<file path="config.mk">
export PLATFORM = sky130hd
export DESIGN_NAME = joystick_packet_to_wheel_speeds_core
export DESIGN_NICKNAME = d
export VERILOG_FILES = /design/src/design/jpws_pkg.sv /design/src/design/jpws_parser.sv /design/src/design/jpws_mixer.sv /design/src/design/joystick_packet_to_wheel_speeds_core.sv
export SDC_FILE = /design/constraint.sdc
export NUM_CORES = 1
export LEC_CHECK = 0
export BUFFER_PORTS_ARGS = -buffer_cell sky130_fd_sc_hd__buf_2
export CORE_UTILIZATION = 33
export DETAILED_ROUTE_END_ITERATION = 8
export SETUP_SLACK_MARGIN = 0.02
export SYNTH_ARGS = -nofsm -noshare
export SYNTH_HDL_FRONTEND = slang
export SYNTH_SLANG_ARGS = --single-unit
</file>
<file path="constraint.sdc">
create_clock -name clk -period 13.2 [get_ports clk]
set_input_delay 1.98 -clock clk [delete_from_list [all_inputs] [get_ports clk]]
set_output_delay 1.98 -clock clk [all_outputs]
set_load 0.02 [all_outputs]
</file>
<file path="src/design/jpws_pkg.sv">
// Shared types, constants and helpers of the joystick packet to wheel speed block.
`default_nettype none

package jpws_pkg;

    // Default limit on content bytes per packet.
    localparam int MAX_PACKET_BYTES_DEF = 127;

    // Field widths.
    localparam int BYTE_W  = 8;
    localparam int DZ_W    = 7;
    localparam int GAIN_W  = 4;
    localparam int SPEED_W = 12;
    localparam int CFG_IDX_W = 2;
    localparam int CFG_DATA_W = 12;

    // Configuration register indexes.
    localparam logic [CFG_IDX_W-1:0] CFG_DEAD_ZONE   = 2'd0;
    localparam logic [CFG_IDX_W-1:0] CFG_BASE_GAIN   = 2'd1;
    localparam logic [CFG_IDX_W-1:0] CFG_TURN_GAIN   = 2'd2;
    localparam logic [CFG_IDX_W-1:0] CFG_SPEED_LIMIT = 2'd3;

    // Register reset values.
    localparam logic [DZ_W-1:0]    DEAD_ZONE_RST   = 7'd5;
    localparam logic [GAIN_W-1:0]  BASE_GAIN_RST   = 4'd4;
    localparam logic [GAIN_W-1:0]  TURN_GAIN_RST   = 4'd2;
    localparam logic [SPEED_W-1:0] SPEED_LIMIT_RST = 12'd400;

    // Characters of the packet syntax.
    localparam logic [BYTE_W-1:0] CH_OPEN  = 8'h5B;  // '['
    localparam logic [BYTE_W-1:0] CH_CLOSE = 8'h5D;  // ']'
    localparam logic [BYTE_W-1:0] CH_COMMA = 8'h2C;  // ','
    localparam logic [BYTE_W-1:0] CH_NUL   = 8'h00;
    localparam logic [BYTE_W-1:0] CH_SPACE = 8'h20;
    localparam logic [BYTE_W-1:0] CH_TAB   = 8'h09;
    localparam logic [BYTE_W-1:0] CH_CR    = 8'h0D;
    localparam logic [BYTE_W-1:0] CH_MINUS = 8'h2D;
    localparam logic [BYTE_W-1:0] CH_PLUS  = 8'h2B;
    localparam logic [BYTE_W-1:0] CH_ZERO  = 8'h30;
    localparam logic [BYTE_W-1:0] CH_NINE  = 8'h39;

    // Length of the packet tag.
    localparam logic [3:0] TAG_LEN = 4'd8;

    // Characters of the tag "joystick".
    function automatic logic [BYTE_W-1:0] tag_char(input logic [2:0] pos);
        logic [BYTE_W-1:0] c;
        case (pos)
            3'd0:    c = 8'h6A;  // j
            3'd1:    c = 8'h6F;  // o
            3'd2:    c = 8'h79;  // y
            3'd3:    c = 8'h73;  // s
            3'd4:    c = 8'h74;  // t
            3'd5:    c = 8'h69;  // i
            3'd6:    c = 8'h63;  // c
            3'd7:    c = 8'h6B;  // k
            default: c = 8'h00;
        endcase
        return c;
    endfunction

    // What the parser hands to the mixing stage for one byte.
    typedef struct packed {
        logic              fire;     // a complete joystick packet closed on this byte
        logic [BYTE_W-1:0] forward;  // forward stick value, two's complement
        logic [BYTE_W-1:0] turn;     // turn stick value, two's complement
    } parse_out_t;

endpackage

`default_nettype wire

</file>
<file path="src/design/jpws_parser.sv">
// Byte-level packet framer, tokenizer and value parser.
`default_nettype none

module jpws_parser #(
    parameter int MAX_PACKET_BYTES = jpws_pkg::MAX_PACKET_BYTES_DEF
) (
    input  wire logic                        clk,
    input  wire logic                        rst_n,
    input  wire logic                        accept,
    input  wire logic [jpws_pkg::BYTE_W-1:0] rx_byte,
    output jpws_pkg::parse_out_t             result
);

    localparam int CNT_W = $clog2(MAX_PACKET_BYTES + 2);
    localparam logic [CNT_W-1:0] CNT_MAX = CNT_W'(MAX_PACKET_BYTES);

    typedef enum logic [2:0] {
        PH_SKIP    = 3'b001,
        PH_DIGITS  = 3'b010,
        PH_STOPPED = 3'b100
    } phase_t;

    logic                        in_packet_reg, in_packet_next;
    logic                        content_ended_reg, content_ended_next;
    logic [CNT_W-1:0]            byte_count_reg, byte_count_next;
    logic [2:0]                  token_index_reg, token_index_next;
    logic                        inside_token_reg, inside_token_next;
    logic [3:0]                  tag_position_reg, tag_position_next;
    logic                        tag_matches_reg, tag_matches_next;
    phase_t                      phase_reg, phase_next;
    logic                        negative_sign_reg, negative_sign_next;
    logic [jpws_pkg::BYTE_W-1:0] accumulator_reg, accumulator_next;
    logic [jpws_pkg::BYTE_W-1:0] forward_value_reg, forward_value_next;
    logic [jpws_pkg::BYTE_W-1:0] turn_value_reg, turn_value_next;

    // Value of the token that is open, and the stick values after it closes.
    logic [jpws_pkg::BYTE_W-1:0] token_value;
    logic [jpws_pkg::BYTE_W-1:0] fin_forward, fin_turn;
    logic                        is_digit, is_space, is_sign;
    logic [2:0]                  ti_eff;
    phase_t                      ph_eff;
    logic                        neg_eff;
    logic [jpws_pkg::BYTE_W-1:0] acc_eff;
    logic [jpws_pkg::BYTE_W-1:0] acc_times_ten;

    always_comb
    begin
        token_value = negative_sign_reg ? 8'(8'd0 - accumulator_reg) : accumulator_reg;
        fin_forward = forward_value_reg;
        fin_turn    = turn_value_reg;
        if (inside_token_reg && token_index_reg == 3'd3)
        begin
            fin_forward = token_value;
        end
        if (inside_token_reg && token_index_reg == 3'd5)
        begin
            fin_turn = token_value;
        end
    end

    always_comb
    begin
        is_digit = rx_byte inside {[jpws_pkg::CH_ZERO:jpws_pkg::CH_NINE]};
        is_space = rx_byte inside {[jpws_pkg::CH_TAB:jpws_pkg::CH_CR], jpws_pkg::CH_SPACE};
        is_sign  = rx_byte inside {jpws_pkg::CH_MINUS, jpws_pkg::CH_PLUS};

        // A byte that opens a token resets the number parser first.
        if (!inside_token_reg)
        begin
            ti_eff  = (token_index_reg != 3'd7) ? token_index_reg + 3'd1 : token_index_reg;
            ph_eff  = PH_SKIP;
            neg_eff = 1'b0;
            acc_eff = '0;
        end
        else
        begin
            ti_eff  = token_index_reg;
            ph_eff  = phase_reg;
            neg_eff = negative_sign_reg;
            acc_eff = accumulator_reg;
        end
        acc_times_ten = 8'({acc_eff, 3'b000}) + 8'({acc_eff, 1'b0})
                        + 8'(rx_byte - jpws_pkg::CH_ZERO);
    end

    always_comb
    begin
        in_packet_next     = in_packet_reg;
        content_ended_next = content_ended_reg;
        byte_count_next    = byte_count_reg;
        token_index_next   = token_index_reg;
        inside_token_next  = inside_token_reg;
        tag_position_next  = tag_position_reg;
        tag_matches_next   = tag_matches_reg;
        phase_next         = phase_reg;
        negative_sign_next = negative_sign_reg;
        accumulator_next   = accumulator_reg;
        forward_value_next = forward_value_reg;
        turn_value_next    = turn_value_reg;

        result.fire    = 1'b0;
        result.forward = fin_forward;
        result.turn    = fin_turn;

        if (accept)
        begin
            if (!in_packet_reg)
            begin
                if (rx_byte == jpws_pkg::CH_OPEN)
                begin
                    in_packet_next     = 1'b1;
                    content_ended_next = 1'b0;
                    byte_count_next    = '0;
                    token_index_next   = '0;
                    inside_token_next  = 1'b0;
                    tag_position_next  = '0;
                    tag_matches_next   = 1'b1;
                    phase_next         = PH_SKIP;
                    negative_sign_next = 1'b0;
                    accumulator_next   = '0;
                end
            end
            else if (rx_byte == jpws_pkg::CH_CLOSE)
            begin
                in_packet_next = 1'b0;
                if (!content_ended_reg)
                begin
                    forward_value_next = fin_forward;
                    turn_value_next    = fin_turn;
                    inside_token_next  = 1'b0;
                end
                result.fire = (byte_count_reg <= CNT_MAX) && tag_matches_reg
                              && (tag_position_reg == jpws_pkg::TAG_LEN)
                              && (token_index_reg >= 3'd5);
            end
            else
            begin
                if (byte_count_reg <= CNT_MAX)
                begin
                    byte_count_next = byte_count_reg + CNT_W'(1);
                end
                if (!content_ended_reg)
                begin
                    if (rx_byte == jpws_pkg::CH_NUL || rx_byte == jpws_pkg::CH_COMMA)
                    begin
                        forward_value_next = fin_forward;
                        turn_value_next    = fin_turn;
                        inside_token_next  = 1'b0;
                        if (rx_byte == jpws_pkg::CH_NUL)
                        begin
                            content_ended_next = 1'b1;
                        end
                    end
                    else
                    begin
                        inside_token_next  = 1'b1;
                        token_index_next   = ti_eff;
                        phase_next         = ph_eff;
                        negative_sign_next = neg_eff;
                        accumulator_next   = acc_eff;
                        if (ti_eff == 3'd1)
                        begin
                            // The first token is compared against the tag.
                            if (!(tag_position_reg < jpws_pkg::TAG_LEN
                                  && rx_byte == jpws_pkg::tag_char(tag_position_reg[2:0])))
                            begin
                                tag_matches_next = 1'b0;
                            end
                            if (tag_position_reg != 4'd15)
                            begin
                                tag_position_next = tag_position_reg + 4'd1;
                            end
                        end
                        else
                        begin
                            case (ph_eff)
                                PH_SKIP:
                                begin
                                    if (is_sign)
                                    begin
                                        negative_sign_next = (rx_byte == jpws_pkg::CH_MINUS);
                                        phase_next         = PH_DIGITS;
                                    end
                                    else if (is_digit)
                                    begin
                                        accumulator_next = acc_times_ten;
                                        phase_next       = PH_DIGITS;
                                    end
                                    else if (!is_space)
                                    begin
                                        phase_next = PH_STOPPED;
                                    end
                                end
                                PH_DIGITS:
                                begin
                                    if (is_digit)
                                    begin
                                        accumulator_next = acc_times_ten;
                                    end
                                    else
                                    begin
                                        phase_next = PH_STOPPED;
                                    end
                                end
                                default:
                                begin
                                    phase_next = PH_STOPPED;
                                end
                            endcase
                        end
                    end
                end
            end
        end
    end

    always_ff @(posedge clk or negedge rst_n)
    begin
        if (!rst_n)
        begin
            in_packet_reg     <= 1'b0;
            content_ended_reg <= 1'b0;
            byte_count_reg    <= '0;
            token_index_reg   <= '0;
            inside_token_reg  <= 1'b0;
            tag_position_reg  <= '0;
            tag_matches_reg   <= 1'b1;
            phase_reg         <= PH_SKIP;
            negative_sign_reg <= 1'b0;
            accumulator_reg   <= '0;
            forward_value_reg <= '0;
            turn_value_reg    <= '0;
        end
        else
        begin
            in_packet_reg     <= in_packet_next;
            content_ended_reg <= content_ended_next;
            byte_count_reg    <= byte_count_next;
            token_index_reg   <= token_index_next;
            inside_token_reg  <= inside_token_next;
            tag_position_reg  <= tag_position_next;
            tag_matches_reg   <= tag_matches_next;
            phase_reg         <= phase_next;
            negative_sign_reg <= negative_sign_next;
            accumulator_reg   <= accumulator_next;
            forward_value_reg <= forward_value_next;
            turn_value_reg    <= turn_value_next;
        end
    end

endmodule

`default_nettype wire

</file>
<file path="src/design/jpws_mixer.sv">
// Dead zone, gain and clamp logic that turns stick values into wheel speeds.
`default_nettype none

module jpws_mixer (
    input  wire logic [jpws_pkg::BYTE_W-1:0]  forward,
    input  wire logic [jpws_pkg::BYTE_W-1:0]  turn,
    input  wire logic [jpws_pkg::DZ_W-1:0]    dead_zone,
    input  wire logic [jpws_pkg::GAIN_W-1:0]  base_gain,
    input  wire logic [jpws_pkg::GAIN_W-1:0]  turn_gain,
    input  wire logic [jpws_pkg::SPEED_W-1:0] speed_limit,
    output logic      [jpws_pkg::SPEED_W-1:0] left_speed,
    output logic      [jpws_pkg::SPEED_W-1:0] right_speed
);

    logic [7:0]         fw_mag, tr_mag, fw_z, tr_z;
    logic [10:0]        base;
    logic signed [12:0] diff;
    logic signed [13:0] base_s, diff_s, left_s, right_s;

    always_comb
    begin
        // Magnitudes fit in eight unsigned bits, including that of -128.
        fw_mag = forward[7] ? 8'(8'd0 - forward) : forward;
        tr_mag = turn[7] ? 8'(8'd0 - turn) : turn;
        fw_z   = (fw_mag < {1'b0, dead_zone}) ? 8'd0 : fw_mag;
        tr_z   = (tr_mag < {1'b0, dead_zone}) ? 8'd0 : turn;

        base = {3'd0, fw_z} * {7'd0, base_gain};
        if (base != 11'd0)
        begin
            diff = $signed({{5{tr_z[7]}}, tr_z}) * $signed({9'd0, turn_gain});
        end
        else
        begin
            diff = '0;
        end

        base_s  = $signed({3'd0, base});
        diff_s  = $signed({diff[12], diff});
        left_s  = base_s + diff_s;
        right_s = base_s - diff_s;

        if (left_s[13])
        begin
            left_speed = '0;
        end
        else if (left_s[12:0] > {1'b0, speed_limit})
        begin
            left_speed = speed_limit;
        end
        else
        begin
            left_speed = left_s[11:0];
        end

        if (right_s[13])
        begin
            right_speed = '0;
        end
        else if (right_s[12:0] > {1'b0, speed_limit})
        begin
            right_speed = speed_limit;
        end
        else
        begin
            right_speed = right_s[11:0];
        end
    end

endmodule

`default_nettype wire

</file>
<file path="src/design/joystick_packet_to_wheel_speeds_core.sv">
// Top level: joystick packet decoder with differential wheel speed output.
// The closing ']' loads the mixing stage register; the output register then raises m_tvalid.
// Throughput: one received byte per cycle while s_tready is high; the parser updates its state on every transfer.
// A mixing stage register and an output register separate the two sides, so input keeps
// flowing while one finished result waits for m_tready; a second one stalls s_tready.
// Reset (rst_n, asynchronous, active low) clears the parser and loads the register defaults.
`default_nettype none

module joystick_packet_to_wheel_speeds_core #(
    parameter int MAX_PACKET_BYTES = jpws_pkg::MAX_PACKET_BYTES_DEF
) (
    input  wire logic                            clk,
    input  wire logic                            rst_n,
    // Received byte stream.
    input  wire logic                            s_tvalid,
    output logic                                 s_tready,
    input  wire logic [7:0]                      s_tdata,   // [7:0] rx_byte
    // Wheel speed results.
    output logic                                 m_tvalid,
    input  wire logic                            m_tready,
    output logic [23:0]                          m_tdata,   // [11:0] left_speed,
                                                            // [23:12] right_speed
    // Configuration write port.
    input  wire logic                            cfg_we,
    input  wire logic [jpws_pkg::CFG_IDX_W-1:0]  cfg_index,
    input  wire logic [jpws_pkg::CFG_DATA_W-1:0] cfg_data
);

    logic [jpws_pkg::DZ_W-1:0]    dead_zone_reg;
    logic [jpws_pkg::GAIN_W-1:0]  base_gain_reg;
    logic [jpws_pkg::GAIN_W-1:0]  turn_gain_reg;
    logic [jpws_pkg::SPEED_W-1:0] speed_limit_reg;

    // Stage between the parser and the mixer holds the stick values of a closed packet.
    logic                         mix_valid_reg;
    logic [jpws_pkg::BYTE_W-1:0]  mix_forward_reg;
    logic [jpws_pkg::BYTE_W-1:0]  mix_turn_reg;

    logic                         out_valid_reg;
    logic [23:0]                  out_data_reg;

    logic                         in_xfer;
    logic                         out_free;
    logic                         mix_free;
    jpws_pkg::parse_out_t         parsed;
    logic [jpws_pkg::SPEED_W-1:0] left_speed, right_speed;

    // The output register frees up when it is empty or its transfer completes this cycle;
    // the mixing stage frees up when it is empty or drains into the output register.
    assign out_free = !out_valid_reg || m_tready;
    assign mix_free = !mix_valid_reg || out_free;
    assign s_tready = mix_free;
    assign in_xfer  = s_tvalid && s_tready;

    assign m_tvalid = out_valid_reg;
    assign m_tdata  = out_data_reg;

    jpws_parser #(
        .MAX_PACKET_BYTES (MAX_PACKET_BYTES)
    ) u_parser (
        .clk     (clk),
        .rst_n   (rst_n),
        .accept  (in_xfer),
        .rx_byte (s_tdata),
        .result  (parsed)
    );

    jpws_mixer u_mixer (
        .forward     (mix_forward_reg),
        .turn        (mix_turn_reg),
        .dead_zone   (dead_zone_reg),
        .base_gain   (base_gain_reg),
        .turn_gain   (turn_gain_reg),
        .speed_limit (speed_limit_reg),
        .left_speed  (left_speed),
        .right_speed (right_speed)
    );

    // Configuration registers; the user must write them only while idle; the block does not enforce it.
    always_ff @(posedge clk or negedge rst_n)
    begin
        if (!rst_n)
        begin
            dead_zone_reg   <= jpws_pkg::DEAD_ZONE_RST;
            base_gain_reg   <= jpws_pkg::BASE_GAIN_RST;
            turn_gain_reg   <= jpws_pkg::TURN_GAIN_RST;
            speed_limit_reg <= jpws_pkg::SPEED_LIMIT_RST;
        end
        else if (cfg_we)
        begin
            case (cfg_index)
                jpws_pkg::CFG_DEAD_ZONE:   dead_zone_reg   <= cfg_data[jpws_pkg::DZ_W-1:0];
                jpws_pkg::CFG_BASE_GAIN:   base_gain_reg   <= cfg_data[jpws_pkg::GAIN_W-1:0];
                jpws_pkg::CFG_TURN_GAIN:   turn_gain_reg   <= cfg_data[jpws_pkg::GAIN_W-1:0];
                jpws_pkg::CFG_SPEED_LIMIT: speed_limit_reg <= cfg_data[jpws_pkg::SPEED_W-1:0];
                default:                   speed_limit_reg <= speed_limit_reg;
            endcase
        end
    end

    // Valid flags of the two result stages.
    always_ff @(posedge clk or negedge rst_n)
    begin
        if (!rst_n)
        begin
            mix_valid_reg <= 1'b0;
            out_valid_reg <= 1'b0;
        end
        else
        begin
            if (mix_free)
            begin
                mix_valid_reg <= parsed.fire;
            end
            if (out_free)
            begin
                out_valid_reg <= mix_valid_reg;
            end
        end
    end

    // Payload registers need no reset; they load only when their stage moves.
    always_ff @(posedge clk)
    begin
        if (mix_free && parsed.fire)
        begin
            mix_forward_reg <= parsed.forward;
            mix_turn_reg    <= parsed.turn;
        end
        if (out_free && mix_valid_reg)
        begin
            out_data_reg <= {right_speed, left_speed};
        end
    end

endmodule

`default_nettype wire
</file>
==> After elaboration in Yosys (flattened, before gate mapping) <==
Memories as Yosys holds them, arrays and structs flattened.
Index checks and enable logic that the tools add are counted.
{ "totals": {"elab_cells": 202, "ramBits": 0, "ff_bits": 116, "in_bits": 27, "mem_bits_ro": 40, "latch_bits": 0, "memories": 1} }
{ "memory_table": {"columns": ["memory", "words", "word_bits", "read_ports", "rd_clocked_by_memory_dff", "write_ports", "line", "source"], "rows": [
  ["(no name shown)", 8, 5, 1, 0, 0, "jpws_pkg.sv:48", "case (pos)"]
]} }
{ "op_classes": {"add_sub_neg": 11, "shift": 0, "order_cmp": 11, "bitwise": 1, "div": 0, "mux": 95, "eq_ne": 25, "n_mul": 2, "n_reduce_logical": 34} }
{ "op_table": {"columns": ["cell", "n"], "rows": [
  ["8-bit two-way mux", 33],
  ["3-bit two-way mux", 18],
  ["8-bit by 6-bit == test with 1-bit output, second input constant", 4],
  ["1-bit two-way mux", 32],
  ["4-bit two-way mux", 7],
  ["13-bit by 12-bit > comparator with 1-bit output", 2],
  ["12-bit two-way mux", 2],
  ["1-bit by 8-bit subtractor with 8-bit output, first input constant", 3],
  ["8-bit adder", 2],
  ["8-bit by 7-bit == test with 1-bit output, second input constant", 2],
  ["8-bit by 7-bit less-than comparator with 1-bit output", 2],
  ["8-bit case mux with 2 select lines", 1],
  ["12-bit by 13-bit adder with 14-bit output", 1],
  ["2-bit != test, second input constant", 7],
  ["7-bit AND reduction", 2],
  ["12-bit by 13-bit subtractor with 14-bit output", 1],
  ["8-bit by 5-bit multiplier with 13-bit output", 1],
  ["13-bit two-way mux", 1],
  ["1-bit logical AND", 11],
  ["8-bit by 4-bit multiplier with 11-bit output", 1],
  ["11-bit nonzero test", 1],
  ["8-bit by 1-bit adder with 8-bit output, second input constant", 1],
  ["8-bit == test", 1],
  ["8-bit by 4-bit >= comparator with 1-bit output, second input constant", 1],
  ["28 further kinds", 42]
]} }

==> Logic depth before layout (Yosys ltp) <==
{ "logic_depth": {"ltp_word": 18, "ltp_mapped": 40, "ltp_nobuf": 38} }

==> Modules after synthesis <==
A second synthesis with hierarchy kept.
{ "hier_totals": {"hier_cells": 1130, "area_unflattened_um2": 10670.2} }
{ "modules_own_cells": {"columns": ["module", "cells_each", "n_inst", "area_per_inst_um2", "seq_area_each_um2"], "rows": [
  ["jpws_mixer", 648, 1, 4906.0, 0.0],
  ["jpws_parser", 374, 1, 3424.5, 1178.6],
  ["joystick_packet_to_wheel_speeds_core", 108, 1, 2339.7, 1935.6]
]} }

==> Least setup slack after synthesis <==
Ideal clock, no wire load.
{ "synth_path": {"path_kind": "reg2reg", "startpoint": "register mix_forward_reg[0] in the netlist's numbering", "endpoint": "register out_data_reg[16] (netlist: m_tdata[16]), data pin", "arrival_ns": 8.314, "path_slack_ns": 4.631, "required_ns": 12.945, "period_less_slack_ns": 8.569, "setup_ns": 0.255, "path_stages_with_launch": 37, "path_cell_list": "edfxtp_1 inv_1 ha_1 nand2b_1 xnor2_1 ha_1 o2111ai_1 o22ai_1 o21a_1 a211oi_1 nor2b_1 nand2_1 fa_1 inv_1 fa_1 ha_1 a2111o_1 a31oi_1 a21oi_1 xnor2_1 or4b_4 buf_2 nand2_1 ha_1 nor2b_1 o21a_1 o21ai_0 a21oi_1 a21oi_1 xnor2_1 ha_1 a21o_1 a211oi_1 a21oi_1 o31ai_1 nand2_2 a31o_1"} }
{ "synth_via": {"elab_chain_len": 10} }
{ "synth_rtl": {"columns": ["item", "line", "source"], "rows": [
  ["start: declaration", "joystick_packet_to_wheel_speeds_core.sv:36", "logic [jpws_pkg::BYTE_W-1:0] mix_forward_reg;"],
  ["start signal: assignment", "joystick_packet_to_wheel_speeds_core.sv:127", "mix_forward_reg <= parsed.forward;"],
  ["1-bit by 8-bit subtractor with 8-bit output", "jpws_mixer.sv:23", "fw_mag = forward[7] ? 8'(8'd0 - forward) : forward;"],
  ["8-bit two-way mux (*)", "jpws_mixer.sv:23", null],
  ["8-bit by 7-bit less-than comparator with 1-bit output", "jpws_mixer.sv:25", "fw_z = (fw_mag < {1'b0, dead_zone}) ? 8'd0 : fw_mag;"],
  ["8-bit two-way mux (*)", "jpws_mixer.sv:25", null],
  ["8-bit by 4-bit multiplier with 11-bit output (*)", "jpws_mixer.sv:28", "base = {3'd0, fw_z} * {7'd0, base_gain};"],
  ["11-bit nonzero test", "jpws_mixer.sv:29", "if (base != 11'd0)"],
  ["13-bit two-way mux", "jpws_mixer.sv:29", null],
  ["12-bit by 13-bit subtractor with 14-bit output (*)", "jpws_mixer.sv:41", "right_s = base_s - diff_s;"],
  ["13-bit by 12-bit > comparator with 1-bit output", "jpws_mixer.sv:60", "else if (right_s[12:0] > {1'b0, speed_limit})"],
  ["12-bit two-way mux", "jpws_mixer.sv:60", null],
  ["end signal: assignment", "joystick_packet_to_wheel_speeds_core.sv:132", "out_data_reg <= {right_speed, left_speed};"],
  ["end: declaration", "joystick_packet_to_wheel_speeds_core.sv:40", "logic [23:0] out_data_reg;"]
]} }
Mark *: on every way between the ends. The rest lies on a longest branch, timed or not.
A chain may end at the register's enable or synchronous reset.

==> Final worst setup path <==
{ "layout_path": {"startpoint": "register mix_forward_reg[0] in the netlist's numbering", "endpoint": "register out_data_reg[22] (netlist: m_tdata[22]), data pin"} }
Same word-level chain as after synthesis.

==> metrics.md <==
| Metric | Value |
|---|---|
| Detailed Route WL | 24,700 um |
| Crit path capture type | register |
| Area share of the leading cell type in the synthesized netlist | 15.9% |
| Wire length per cell after detailed routing | 15.4 um |
| Largest family of logic cells by synthesized area | adder cells |
| Count of pins on the block boundary | 53 |
| Height of the chip | 181 um |
| Net count, final | 1,372 |
| Setup Slack @ Placement | 3.40 ns |
| Class of the worst hold path | register to register |
| Area added between synthesis and finish | 11.9% |
| Diode insertion count for antenna repair | 0 |
| Final worst hold slack | 0.491 ns |
| Core utilization of the finished layout | 37.5% |
| Deepest level of the CTS H-tree | 4 |
| Clock sinks | 116 |
| Data arrival time at the worst-slack endpoint | 10.15 ns |
| Number of rows in the core area | 65 |
| Endpoint required time on the critical path | 13.38 ns |
| Clock Skew | 0.0127 ns |
| Placed instance count | 1,572 |
| Fraction of synthesized cell area in xor and xnor cells | 6.02% |
| Initial cell density of the core | 33.5% |
| Routability congestion estimate from global placement | 0.902 |
| Syn Area/Cell | 9.16 um^2 |
| Number of antenna violations at the first check in global routing | 0 |
| Post-CTS setup buffer count | 0 |
| Clock Latency Late Sink | 0.43 ns |
| Sequential group share of total power | 38.1% |
| Die width | 181 um |
| Period Utilization, post-route | 75.6% |
| Most frequent CP cell | sky130_fd_sc_hd__ha_1 |
| Complex-gate fraction of the synthesized area | 14.7% |
| Shortest period the worst path allows | 9.97 ns |
| Largest vdd supply drop | 0.0952 mV |
| Final number of max-transition violations | 0 |
| Bufs and invs on worst path | 3 |
| Number of buffers added to fix hold violations after cts | 0 |
| Fin Setup TNS | 0 ns |
| Cell types with the largest area share after synthesis | sky130_fd_sc_hd__dfrtp_1, sky130_fd_sc_hd__ha_1, sky130_fd_sc_hd__edfxtp_1 |
| Number of enable-type register cells in the synthesized netlist | 40 |
| Number of gates resized after CTS | 0 |
| Adder-cell share of the synthesized area | 21.0% |
| Clock network fraction of total power | 41.3% |
| Non-filler cells in the finished layout | 1,604 |
| Final setup violation count | 0 |
| Post-detailed-placement cell area | 11,200 um^2 |
| Post-synth net total | 1,336 |
| Number of synthesized register bits | 116 |
| Worst Tran Pin Value | 1.01 ns |
| Most common flop cell mapped by yosys | sky130_fd_sc_hd__dfrtp_1 |
| Post-synth design cell area | 10,600 um^2 |
| Via/cell ratio | 5.19 |
| Outcome | finished clean |
| Post-synthesis cell type with the largest combined area | sky130_fd_sc_hd__dfrtp_1 |
| Clock buffer depth | 2 |
| Setup repair after global routing missed its margin | false |
| Share of synthesized area spent on multiplexers | 4.44% |
| Leakage | 5.71 nW |
| Cell with the most instances after synthesis | sky130_fd_sc_hd__inv_1 |
| Fraction of layout cells with a size suffix above 1 | 13.0% |
| Worst slew margin relative to its limit | 32.7% |
| Leftover overflow at the end of global routing | 0 |
| Most frequent cells after synthesis | sky130_fd_sc_hd__inv_1, sky130_fd_sc_hd__ha_1, sky130_fd_sc_hd__nand2_1 |
| Layout Cell Area excl Fill | 11,800 um^2 |
| TritonCTS clock tree | yes |
| Share of the yosys chip area belonging to registers | 29.5% |
| Pin count of the biggest net entering global routing | 77 |
| Share of total power in combinational logic | 20.6% |
| Gate Count Post-Synth | 1,153 |
| Total GRT Usage | 15.8% |
| DRT antenna net count | 0 |
| Largest incremental delay on the critical path | 0.78 ns |
| Number of detailed-route iterations in the first pass | 4 |
| Area of the die | 32,700 um^2 |
| Gate family responsible for the most delay along the worst path | compound AO/OA/AOI/OAI gates |
| Worst Reg-to-Reg Cells | 35 |
| Net load switching power | 0.379 mW |
| Num CTS Buffers | 17 |
| Sw Ratio | 31.9% |
| Placeable core area | 31,600 um^2 |
| Count of endpoints failing hold in the final timing report | 0 |
| Worst Slack Setup Final | 3.23 ns |
| Synthesized-area fraction occupied by and/or/nand/nor cells | 18.5% |
| Final Power | 1.19 mW |
| Highest net fanout along the worst path | 10 |
| Count of warnings emitted by yosys | 0 |
| Post-synth cell types | 79 |
| Final HPWL from detailed placement | 19,100 um |
| Clock tree root buffer cell | sky130_fd_sc_hd__clkbuf_16 |
| Crit-path slowest cell | sky130_fd_sc_hd__o31ai_1 |
| Max reg flops | 24 |
| Worst hold path depth | 1 |
| Type of the worst setup path | register to register |
| Crit start category | register |
| Share of async-settable or async-resettable flops after synthesis | 65.5% |
| Number of design rule violations left after detail routing | 0 |
| Via count of the first global-routing pass | 8,169 |
| Top achievable clock speed | 100 MHz |
| I/O Buffers | 52 |
| Max_cap viols | 0 |
| Clock edge transition at the registers on the reported setup and hold paths | 0.06 ns |
| Internal power | 0.811 mW |
| Cell depth of the worst setup path | 35 |
| 1st-iter DRT viols | 477 |
| Pwr per Cell Area | 101 nW/um^2 |
| Total number of vias | 8,317 |
| Global-route wire length before repair | 41,400 um |
-- layout by cell type (no fill, tap or decap), drive strengths merged, types with 6 or more instances in the layout --
cell type,count
a211oi,19
a21boi,8
a21o,17
a21oi,38
a22o,7
a31oi,8
and2,21
and3,35
buf,55
clkbuf,21
dfrtp,67
dfstp,9
edfxtp,40
fa,36
ha,120
inv,125
mux2,39
nand2,104
nand2b,13
nand3,32
nand3b,8
nand4,13
nor2,67
nor2b,22
nor3,27
nor4,6
o211ai,6
o21a,9
o21ai,63
o31ai,9
or2,7
or3,9
xnor2,50
xor2,20
-- power groups by stage --
stage                     sequential, mW  clock, mW  combinational (mW)
after global placement             0.459          0               0.240
after detailed placement           0.460          0               0.244
after global routing               0.459      0.519               0.277
after floorplan                    0.434          0               0.197
final                              0.454      0.491               0.245
after CTS                          0.453      0.500               0.246
-- layout make-up --
cell class	count	area (um^2)
inverters	121	454
well taps	402	503
fillers	3170	19700
flip-flops and latches	116	3110
clock inverters	11	109
multi-input cells	878	6840
clock buffers	21	514
repair buffers	55	285
-- kinds of logic after synthesis --
family | Yosys count
AND/OR/NAND/NOR | 381
XOR/XNOR | 71
AO/OA/AOI/OAI | 228
multiplexers | 42
flip-flops | 116
adder cells (fa/ha/maj) | 156
buffers and inverters | 159
-- worst paths after layout --
check	endpoint	from	slack, ns
worst max-delay path	m_tdata[22]	mix_forward_reg[0]	3.23
worst min-delay path	m_tvalid	mix_valid_reg	0.49
worst max register to register	m_tdata[22]	mix_forward_reg[0]	3.23
worst min register to register	m_tvalid	mix_valid_reg	0.49
max in group asynchronous	speed_limit_reg[10]	rst_n	10.81
min in group asynchronous	u_parser.tag_position_reg[1]	rst_n	1.69
-- metal layers --
layer	global-route usage, %	part of all wire [%]	vias up
li1	-	-	4126
met1	20.1	46	3984
met2	26.7	48	163
met3	2.88	3.7	44
met4	5.57	2.4	0
met5	0	0	-
Note: power is estimated with default switching activity, not from simulation.
